### config.mk
export PLATFORM = sky130hd
export DESIGN_NAME = brightness_weighted_pixel_blend
export DESIGN_NICKNAME = d
export VERILOG_FILES = /design/src/rtl/core/bwpb_pkg.sv /design/src/rtl/core/bwpb_weight.sv /design/src/rtl/core/brightness_weighted_pixel_blend.sv
export SDC_FILE = /design/constraint.sdc
export NUM_CORES = 2
export LEC_CHECK = 0
export ABC_AREA = 1
export BUFFER_PORTS_ARGS = -buffer_cell sky130_fd_sc_hd__buf_4
export CAP_MARGIN = 40
export CORE_ASPECT_RATIO = 0.9
export CORE_MARGIN = 2
export CORE_UTILIZATION = 65
export CTS_BUF_LIST = sky130_fd_sc_hd__clkbuf_8
export DETAILED_ROUTE_END_ITERATION = 12
export PLACE_DENSITY = 0.8
export SKIP_CTS_REPAIR_TIMING = 1
export SYNTH_ARGS = -nofsm -noshare
export SYNTH_HDL_FRONTEND = slang
export SYNTH_SLANG_ARGS = --single-unit
export TNS_END_PERCENT = 10
### constraint.sdc
create_clock -name i_clk -period 8.6 [get_ports i_clk]
set_clock_uncertainty 0.2 [all_clocks]
set_input_delay 1.72 -clock i_clk [delete_from_list [all_inputs] [get_ports i_clk]]
set_output_delay 1.72 -clock i_clk [all_outputs]
set_load 0.005 [all_outputs]
### src/rtl/core/bwpb_pkg.sv
// ----------------------------------------------------------------------------
// bwpb_pkg
// shared types and constants for the brightness weighted pixel blend
// ----------------------------------------------------------------------------
`timescale 1ns / 1ps

package bwpb_pkg;

    // input beat: two laplacian pixels and the guide colour
    typedef struct packed {
        logic signed [15:0] first_ch0;
        logic signed [15:0] first_ch1;
        logic signed [15:0] first_ch2;
        logic signed [15:0] second_ch0;
        logic signed [15:0] second_ch1;
        logic signed [15:0] second_ch2;
        logic        [7:0]  guide_ch0;
        logic        [7:0]  guide_ch1;
        logic        [7:0]  guide_ch2;
    } t_pix_in;

    // result beat
    typedef struct packed {
        logic signed [15:0] blend_ch0;
        logic signed [15:0] blend_ch1;
        logic signed [15:0] blend_ch2;
    } t_blend_out;

    // 3 * 255^2, largest possible sum of squares
    localparam int unsigned GUIDE_DENOM = 195075;
    localparam int unsigned SUMSQ_W     = 18;

    // weight is unsigned q1.16, 0 .. 65536
    localparam int unsigned WEIGHT_W   = 17;
    localparam logic [WEIGHT_W-1:0] WEIGHT_ONE = 17'h10000;

    // t = floor(s * 2^34 / denom) via s * ceil(2^70 / denom) >> 36
    localparam logic [71:0] RECIP_FULL =
        ((72'd1 << 70) + 72'(GUIDE_DENOM - 1)) / 72'(GUIDE_DENOM);
    localparam logic [52:0] RECIP    = RECIP_FULL[52:0];
    localparam logic [26:0] RECIP_LO = RECIP[26:0];
    localparam logic [25:0] RECIP_HI = RECIP[52:27];

    // square root of a 36-bit word, two root bits per stage
    localparam int unsigned SQ_IN_W   = 36;
    localparam int unsigned ROOT_W    = 18;
    localparam int unsigned REM_W     = 20;
    localparam int unsigned SQ_STAGES = 9;

    // multiply, scale, root stages, then weight register
    localparam int unsigned WEIGHT_LAT = SQ_STAGES + 3;
    // input stage, weight unit, product stage, output stage
    localparam int unsigned TOTAL_LAT  = WEIGHT_LAT + 3;

endpackage

### src/rtl/core/bwpb_weight.sv
// ----------------------------------------------------------------------------
// bwpb_weight
// pipelined weight unit: w = round(65536 * sqrt(s / 195075)), halves up
// ----------------------------------------------------------------------------
`timescale 1ns / 1ps

module bwpb_weight (
    input  logic                          i_clk,
    input  logic                          i_rst_n,
    input  logic                          i_valid,
    input  logic [bwpb_pkg::SUMSQ_W-1:0]  i_sumsq,
    output logic                          o_valid,
    output logic [bwpb_pkg::WEIGHT_W-1:0] o_weight
);
    import bwpb_pkg::*;

    typedef struct packed {
        logic [REM_W-1:0]  rem;
        logic [ROOT_W-1:0] root;
    } t_sq_st;

    // one restoring square root step, two radicand bits in
    function automatic t_sq_st sqrt_step(t_sq_st st, logic [1:0] bits);
        logic [REM_W+1:0] x;
        logic [REM_W+1:0] trial;
        t_sq_st           res;
        x     = {st.rem, bits};
        trial = (REM_W+2)'({st.root, 2'b01});
        if (x >= trial) begin
            res.rem  = REM_W'(x - trial);
            res.root = {st.root[ROOT_W-2:0], 1'b1};
        end else begin
            res.rem  = REM_W'(x);
            res.root = {st.root[ROOT_W-2:0], 1'b0};
        end
        return res;
    endfunction

    // reciprocal multiply, split in two partial products
    logic        r_va;
    logic [44:0] r_pl;
    logic [43:0] r_ph;

    // root pipeline, entry 0 holds the scaled radicand
    logic                r_sq_v    [SQ_STAGES+1];
    t_sq_st              r_sq_st   [SQ_STAGES+1];
    logic [SQ_IN_W-1:0]  r_sq_t    [SQ_STAGES+1];

    logic                r_vw;
    logic [WEIGHT_W-1:0] r_w;

    logic [44:0]         n_tsum;
    logic [ROOT_W:0]     n_round;

    assign n_tsum  = 45'(r_ph) + 45'(r_pl >> 27);
    assign n_round = (ROOT_W+1)'(r_sq_st[SQ_STAGES].root) + 1'b1;

    always_ff @(posedge i_clk) begin
        if (!i_rst_n) begin
            r_va      <= 1'b0;
            r_sq_v[0] <= 1'b0;
            r_vw      <= 1'b0;
        end else begin
            r_va      <= i_valid;
            r_sq_v[0] <= r_va;
            r_vw      <= r_sq_v[SQ_STAGES];
        end
    end

    always_ff @(posedge i_clk) begin
        r_pl          <= 45'(i_sumsq) * 45'(RECIP_LO);
        r_ph          <= 44'(i_sumsq) * 44'(RECIP_HI);
        r_sq_t[0]     <= SQ_IN_W'(n_tsum >> 9);
        r_sq_st[0]    <= '0;
        r_w           <= WEIGHT_W'(n_round >> 1);
    end

    for (genvar j = 0; j < SQ_STAGES; j++) begin : g_root
        t_sq_st n_mid;
        t_sq_st n_out;

        always_comb begin
            n_mid = sqrt_step(r_sq_st[j], r_sq_t[j][SQ_IN_W-1-4*j -: 2]);
            n_out = sqrt_step(n_mid,      r_sq_t[j][SQ_IN_W-3-4*j -: 2]);
        end

        always_ff @(posedge i_clk) begin
            if (!i_rst_n) begin
                r_sq_v[j+1] <= 1'b0;
            end else begin
                r_sq_v[j+1] <= r_sq_v[j];
            end
        end

        always_ff @(posedge i_clk) begin
            r_sq_st[j+1] <= n_out;
            r_sq_t[j+1]  <= r_sq_t[j];
        end
    end

    assign o_valid  = r_vw;
    assign o_weight = r_w;

    a_weight_range : assert property (@(posedge i_clk) disable iff (!i_rst_n)
        o_valid |-> o_weight <= WEIGHT_ONE)
        else $error("weight above one");

    a_weight_latency : assert property (@(posedge i_clk) disable iff (!i_rst_n)
        i_valid |-> ##WEIGHT_LAT o_valid)
        else $error("weight beat lost in pipeline");

    a_weight_white : assert property (@(posedge i_clk) disable iff (!i_rst_n)
        (i_valid && i_sumsq == SUMSQ_W'(GUIDE_DENOM))
            |-> ##WEIGHT_LAT (o_valid && o_weight == WEIGHT_ONE))
        else $error("white guide does not give full weight");

    a_weight_black : assert property (@(posedge i_clk) disable iff (!i_rst_n)
        (i_valid && i_sumsq == '0) |-> ##WEIGHT_LAT (o_valid && o_weight == '0))
        else $error("black guide does not give zero weight");

endmodule

### src/rtl/core/brightness_weighted_pixel_blend.sv
// ----------------------------------------------------------------------------
// brightness_weighted_pixel_blend
// blends two laplacian pixels with a weight set by the guide colour length
//
// usage:
//   - one input beat is taken at each rising edge with start high and busy
//     low; busy is low whenever reset is released, so a pixel can enter in
//     every cycle
//   - each result shows on o_blend for one cycle with o_strobe high;
//     results leave in input order
//   - sustained rate is one pixel per cycle; latency is set by the input stage
//     and the weight path: reciprocal multiply, scaling, nine root stages of
//     two bits each and the weight rounding, then blend product and output stage
//   - the receiver cannot hold results off, so nothing ever backs up
//   - synchronous reset empties the pipeline; beats in flight are dropped
//     and busy stays high while reset is held
// ----------------------------------------------------------------------------
`timescale 1ns / 1ps

module brightness_weighted_pixel_blend (
    input  logic                    i_clk,
    input  logic                    i_rst_n,
    input  logic                    start,
    output logic                    busy,
    input  bwpb_pkg::t_pix_in       i_pix,
    output logic                    o_strobe,
    output bwpb_pkg::t_blend_out    o_blend
);
    import bwpb_pkg::*;

    // per-pixel payload that waits beside the weight unit
    typedef struct packed {
        logic signed [16:0] d0;
        logic signed [16:0] d1;
        logic signed [16:0] d2;
        logic signed [15:0] b0;
        logic signed [15:0] b1;
        logic signed [15:0] b2;
    } t_mix_pl;

    logic                accept;

    // stage 1: sum of squares and channel differences
    logic                r_v1;
    logic [SUMSQ_W-1:0]  r_s;
    t_mix_pl             r_pl1;
    logic [SUMSQ_W-1:0]  n_s;
    t_mix_pl             n_pl1;

    // delay line matched to the weight unit
    t_mix_pl             r_dly [WEIGHT_LAT];

    logic                w_valid;
    logic [WEIGHT_W-1:0] w_weight;

    // stage 14: w * (a - b)
    logic                r_vp;
    logic signed [33:0]  r_prod [3];
    logic signed [15:0]  r_b    [3];
    logic signed [17:0]  n_wsgn;
    logic signed [16:0]  n_d    [3];
    logic signed [15:0]  n_b    [3];

    // output stage
    logic                r_strobe;
    t_blend_out          r_out;
    logic signed [15:0]  n_blend [3];

    assign busy   = ~i_rst_n;
    assign accept = start & ~busy;

    // squares of 8-bit guides fit 16 bits, the sum fits 18
    always_comb begin
        n_s = SUMSQ_W'(16'(i_pix.guide_ch0) * 16'(i_pix.guide_ch0))
            + SUMSQ_W'(16'(i_pix.guide_ch1) * 16'(i_pix.guide_ch1))
            + SUMSQ_W'(16'(i_pix.guide_ch2) * 16'(i_pix.guide_ch2));
        // blend rewritten as b + w * (a - b)
        n_pl1.d0 = 17'(i_pix.first_ch0) - 17'(i_pix.second_ch0);
        n_pl1.d1 = 17'(i_pix.first_ch1) - 17'(i_pix.second_ch1);
        n_pl1.d2 = 17'(i_pix.first_ch2) - 17'(i_pix.second_ch2);
        n_pl1.b0 = i_pix.second_ch0;
        n_pl1.b1 = i_pix.second_ch1;
        n_pl1.b2 = i_pix.second_ch2;
    end

    always_ff @(posedge i_clk) begin
        if (!i_rst_n) begin
            r_v1 <= 1'b0;
        end else begin
            r_v1 <= accept;
        end
    end

    always_ff @(posedge i_clk) begin
        r_s   <= n_s;
        r_pl1 <= n_pl1;
    end

    bwpb_weight u_weight (
        .i_clk    (i_clk),
        .i_rst_n  (i_rst_n),
        .i_valid  (r_v1),
        .i_sumsq  (r_s),
        .o_valid  (w_valid),
        .o_weight (w_weight)
    );

    // payload shift line, no reset needed
    always_ff @(posedge i_clk) begin
        r_dly[0] <= r_pl1;
        for (int i = 1; i < WEIGHT_LAT; i++) begin
            r_dly[i] <= r_dly[i-1];
        end
    end

    // weight is at most 2^16, |a - b| below 2^16, product fits 34 bits signed
    always_comb begin
        n_wsgn = $signed({1'b0, w_weight});
        n_d[0] = r_dly[WEIGHT_LAT-1].d0;
        n_d[1] = r_dly[WEIGHT_LAT-1].d1;
        n_d[2] = r_dly[WEIGHT_LAT-1].d2;
        n_b[0] = r_dly[WEIGHT_LAT-1].b0;
        n_b[1] = r_dly[WEIGHT_LAT-1].b1;
        n_b[2] = r_dly[WEIGHT_LAT-1].b2;
    end

    always_ff @(posedge i_clk) begin
        if (!i_rst_n) begin
            r_vp <= 1'b0;
        end else begin
            r_vp <= w_valid;
        end
    end

    always_ff @(posedge i_clk) begin
        for (int k = 0; k < 3; k++) begin
            r_prod[k] <= 34'(n_wsgn) * 34'(n_d[k]);
            r_b[k]    <= n_b[k];
        end
    end

    // add b * 65536 plus half, floor shift by 16, clamp as a guard
    always_comb begin
        logic signed [34:0] p;
        logic signed [18:0] q;
        for (int k = 0; k < 3; k++) begin
            p = 35'(r_prod[k]) + $signed({{3{r_b[k][15]}}, r_b[k], 16'd0})
              + 35'sd32768;
            q = p[34:16];
            if (q > 19'sd32767) begin
                n_blend[k] = 16'sh7fff;
            end else if (q < -19'sd32768) begin
                n_blend[k] = 16'sh8000;
            end else begin
                n_blend[k] = q[15:0];
            end
        end
    end

    always_ff @(posedge i_clk) begin
        if (!i_rst_n) begin
            r_strobe <= 1'b0;
        end else begin
            r_strobe <= r_vp;
        end
    end

    always_ff @(posedge i_clk) begin
        r_out.blend_ch0 <= n_blend[0];
        r_out.blend_ch1 <= n_blend[1];
        r_out.blend_ch2 <= n_blend[2];
    end

    assign o_strobe = r_strobe;
    assign o_blend  = r_out;

    a_beat_delivered : assert property (@(posedge i_clk) disable iff (!i_rst_n)
        accept |-> ##TOTAL_LAT o_strobe)
        else $error("accepted beat did not produce a result");

    a_no_stray_result : assert property (@(posedge i_clk) disable iff (!i_rst_n)
        o_strobe |-> $past(accept, TOTAL_LAT))
        else $error("result without a matching input beat");

    a_black_passes_second : assert property (@(posedge i_clk)
        disable iff (!i_rst_n)
        (o_strobe && $past(i_pix.guide_ch0 == '0 && i_pix.guide_ch1 == '0
                           && i_pix.guide_ch2 == '0, TOTAL_LAT))
            |-> (o_blend.blend_ch0 == $past(i_pix.second_ch0, TOTAL_LAT)
                 && o_blend.blend_ch1 == $past(i_pix.second_ch1, TOTAL_LAT)
                 && o_blend.blend_ch2 == $past(i_pix.second_ch2, TOTAL_LAT)))
        else $error("black guide did not pass the second image through");

endmodule

==> metrics.txt <==
# TYPE chip_impl_metric gauge
chip_impl_metric{name="design.die.area",unit="um^2"} 170000
chip_impl_info{name="critical-path-top-cell-by-count",value="fa_1"} 1
chip_impl_metric{name="overflow",unit=""} 0
chip_impl_metric{name="tightestPinTransition",unit="ns"} 1.01
chip_impl_metric{name="cts_inserted_buffers",unit=""} 298
chip_impl_metric{name="wire_per_inst",unit="um"} 18.9
chip_impl_info{name="ys_top_cells_by_count",value="nand2_1 (2554), inv_1 (2547), dfxtp_1 (1970), ha_1 (1054), fa_1 (941)"} 1
chip_impl_metric{name="worst_setup_hold_path_clk_slew",unit="ns"} 0.07
chip_impl_metric{name="report.final.hold_viol_count",unit=""} 0
chip_impl_metric{name="worst_r2r_path_depth",unit=""} 23
chip_impl_metric{name="drt_iter0_drc",unit=""} 6709
chip_impl_info{name="yosysTopAreaCell",value="dfxtp_1"} 1
chip_impl_metric{name="drt_first_pass_iters",unit=""} 7
chip_impl_metric{name="slowest_delay",unit="ns"} 0.55
chip_impl_metric{name="insertion_delay",unit="ns"} 0.99
chip_impl_metric{name="drive_above_1_share",unit="%"} 6.41
chip_impl_metric{name="vias_per_cell",unit=""} 5.36
chip_impl_metric{name="drv_cap",unit=""} 0
chip_impl_metric{name="port_buffers",unit=""} 172
chip_impl_metric{name="routabilityCongestion",unit=""} 0.960
chip_impl_metric{name="grt_antenna_before_repair",unit=""} 15
chip_impl_metric{name="antenna_violating_nets_remaining",unit=""} 0
chip_impl_metric{name="async_flop_share",unit="%"} 0
chip_impl_metric{name="fp.dieH",unit="um"} 391
chip_impl_metric{name="layout-area-overhead-vs-synth",unit="%"} 8.84
chip_impl_metric{name="critPathMaxFanout",unit=""} 8
chip_impl_info{name="timing_worst_setup_path_type",value="input port to register"} 1
chip_impl_metric{name="period_share",unit="%"} 80.9
chip_impl_info{name="status",value="completed"} 1
chip_impl_info{name="cts-root-buf",value="clkbuf_8"} 1
chip_impl_metric{name="initial_core_util",unit="%"} 65.2
chip_impl_metric{name="design.portCount",unit=""} 173
chip_impl_metric{name="worstHoldPathCells",unit=""} 0
chip_impl_metric{name="die_width",unit="um"} 434
chip_impl_metric{name="clock_sinks",unit=""} 1970
chip_impl_info{name="netlist_top_cells_area",value="dfxtp_1 (36%), fa_1 (17%), ha_1 (12%), nand2_1 (8.9%), inv_1 (8.8%)"} 1
chip_impl_metric{name="yosys_register_bits",unit=""} 1970
chip_impl_info{name="most_frequently_used_cell_type_in_the_post_synthesis_netlist",value="nand2_1"} 1
chip_impl_metric{name="cp.arrival",unit="ns"} 7.66
chip_impl_metric{name="yosysSeqAreaShare",unit="%"} 36.5
chip_impl_info{name="cpLargestDelayFamily",value="adder cells"} 1
chip_impl_metric{name="dp_hpwl",unit="mm"} 217
chip_impl_metric{name="grt_max_degree",unit=""} 36
chip_impl_metric{name="dr_total_vias",unit=""} 79900
chip_impl_info{name="start_kind",value="input port"} 1
chip_impl_metric{name="worstPathRequired",unit="ns"} 9.31
chip_impl_info{name="crit_chain",value="buf_4 -> inv_1 -> fa_1 -> inv_1 -> fa_1 -> inv_1 -> fa_1 -> fa_1 -> inv_1 -> fa_1 -> inv_1 -> fa_1 -> fa_1 -> inv_1 -> ha_1 -> nand2_1 -> o21ai_0 -> a21oi_1 -> o21ai_0 -> a21oi_1 -> o21bai_1 -> nand3_1 -> nand2_1 -> xor2_1"} 1
chip_impl_metric{name="regToRegSetupSlack",unit="ns"} 1.67
chip_impl_info{name="worst_r2r_startpoint",value="u_weight.o_weight[3]"} 1
chip_impl_metric{name="placementRows",unit=""} 142
chip_impl_metric{name="fmax",unit="MHz"} 144
chip_impl_metric{name="relSlewSlack",unit="%"} 32.9
chip_impl_metric{name="h-tree-depth",unit=""} 5
chip_impl_metric{name="design.final.nets",unit=""} 14600
chip_impl_metric{name="wirelength",unit="mm"} 281
chip_impl_info{name="worst_hold_startpoint",value="r_dly[1][378]"} 1
chip_impl_metric{name="buffers_and_inverters_on_the_worst_path",unit=""} 7
chip_impl_info{name="setup.worst_path.end_class",value="register"} 1
chip_impl_metric{name="synth.top_cell.area_share",unit="%"} 36.5
chip_impl_metric{name="synth.cell_area",unit="um^2"} 108000
chip_impl_info{name="setup_repair_after_global_routing_missed_its_margin",value="no"} 1
chip_impl_metric{name="slew_viol_final",unit=""} 0
chip_impl_metric{name="track_usage",unit="%"} 33.5
chip_impl_metric{name="finalWorstPathRequiredPeriod",unit="ns"} 6.95
chip_impl_info{name="holdCritPathClass",value="register to register"} 1
chip_impl_metric{name="syn-mean-instance-area",unit="um^2"} 8.87
chip_impl_metric{name="setup_viol_count_final",unit=""} 0
chip_impl_metric{name="global_route_wire_length_before_repair",unit="mm"} 444
chip_impl_info{name="worst_hold_path.endpoint",value="r_dly[2][81]"} 1
chip_impl_metric{name="post-route-drc-count",unit=""} 0
chip_impl_metric{name="yosys_warnings",unit=""} 0
chip_impl_info{name="tritoncts",value="built"} 1
chip_impl_metric{name="synth_edf_count",unit=""} 0
chip_impl_metric{name="final.setup.tns",unit="ns"} 0
chip_impl_metric{name="synthesis.instances",unit=""} 12200
chip_impl_metric{name="final_layout_fill_cell_count",unit=""} 12100
chip_impl_metric{name="cts_max_path_buffers",unit=""} 4
chip_impl_info{name="synthFlopType",value="dfxtp_1"} 1
chip_impl_metric{name="vias_in_the_first_global_route",unit=""} 83700
chip_impl_info{name="worst_r2r_endpoint",value="r_prod[0][91]"} 1
chip_impl_info{name="worst_path_max_delay_cell",value="fa_1"} 1
chip_impl_metric{name="floorplan.core_area",unit="um^2"} 166000
chip_impl_metric{name="netlist-cell-type-count",unit=""} 73
## stage by stage
step                cell area (um^2)  hold WS (ns)  worst slack [ns]  utilization (%)  instances
floorplan                     108000         0.110              1.02                -      12200
global placement              112000         0.109             0.658             67.2      14400
detailed placement            112000         0.112             0.649             67.4      14400
CTS                           118000        0.0323              1.73             70.9      14900
global route                  118000        0.0437              1.35             70.9      14900
finish                        118000        0.0446              1.65             70.9      14900
## registers in the layout, indices dropped and copies added (netlist names)
signal             count
r_dly               1188
u_weight.r_sq_st     240
u_weight.r_sq_t      180
r_pl1                 99
r_prod                57
o_blend               48
r_b                   48
u_weight.r_ph         42
r_s                   18
u_weight.r_pl         18
u_weight.o_weight     17
u_weight.r_sq_v       10
o_strobe               1
r_v1                   1
r_vp                   1
u_weight.o_valid       1
u_weight.r_va          1
## layout make-up
cell class / instances / area, um^2 / area share (%)
Sequential cell: 1970 / 39500 / 33.5
Timing Repair Buffer: 240 / 1990 / 1.69
Clock buffer: 353 / 4860 / 4.13
Clock inverter: 140 / 1000 / 0.850
Inverter: 2573 / 9660 / 8.21
Antenna cell: 1 / 2.50 / 0.00213
Tap cell: 2232 / 2790 / 2.37
Multi-Input combinational cell: 7392 / 58000 / 49.2
## worst reg2reg max path, cell delays in order (launching register included)
cell and delay [ns]:
dfxtp_2 0.90, buf_4 0.44, nand2_1 0.13, fa_1 0.56
inv_1 0.05, fa_1 0.38, inv_1 0.10, fa_1 0.40
inv_1 0.08, fa_1 0.44, fa_1 0.57, inv_1 0.06
fa_1 0.54, inv_1 0.04, ha_1 0.34, a21oi_1 0.20
o21ai_0 0.17, a21oi_1 0.14, nand2_1 0.13, a31oi_1 0.39
o21ai_0 0.23, nand2_1 0.10, nand2_1 0.06, xor2_1 0.15
## cell families after synthesis
logic type                 count (synthesis)  share of synthesized area [%]
AOI/OAI and AO/OA                       1101                           5.65
DFF                                     1970                           36.5
and+or+nand+nor                         3871                           14.9
adders and majority gates               1995                           29.6
xor gates and xnor gates                 423                           3.43
other                                      1                        0.00347
buffers and inverters                   2830                           9.96
## worst max-delay path by stage
stage                              start            end  slack (ns)  depth (start not counted)
global placement                i_pix[0]        r_s[17]        0.66                         22
detailed placement              i_pix[1]        r_s[17]        0.65                         24
finish                         i_pix[19]        r_s[17]        1.65                         24
global route        u_weight.o_weight[3]  r_prod[0][66]        1.35                         23
CTS                             i_pix[1]        r_s[17]        1.73                         24
floorplan                      i_pix[19]        r_s[17]        1.02                         24
## metal layers
metal	global-route usage, %	part of all wire, %	vias up
met5	0	0.027	-
met2	54.4	46	3256
met4	14.2	4.4	6
met1	44.2	42	38000
met3	5.74	7.3	809
li1	-	-	37800
## layout by cell type, fill, tap and decap left out, types with 24 or more instances in the layout
| master | instances |
|---|---|
| fa_1 | 941 |
| ha_1 | 1054 |
| xor2_1 | 288 |
| nand2_1 | 2554 |
| nor2_1 | 582 |
| a21oi_1 | 525 |
| inv_1 | 2635 |
| nor4_1 | 24 |
| xnor2_1 | 134 |
| a31oi_1 | 45 |
| nor3_1 | 81 |
| clkbuf_8 | 353 |
| nand2_2 | 29 |
| dfxtp_1 | 1957 |
| nand3_1 | 362 |
| a21o_1 | 27 |
| o21bai_1 | 35 |
| nand4_1 | 111 |
| buf_4 | 222 |
| o21a_1 | 26 |
| o21ai_0 | 329 |
Power is left out: the tool's default activity adds up to more than one toggle a clock period on the data nets, which glitch-free logic cannot reach.
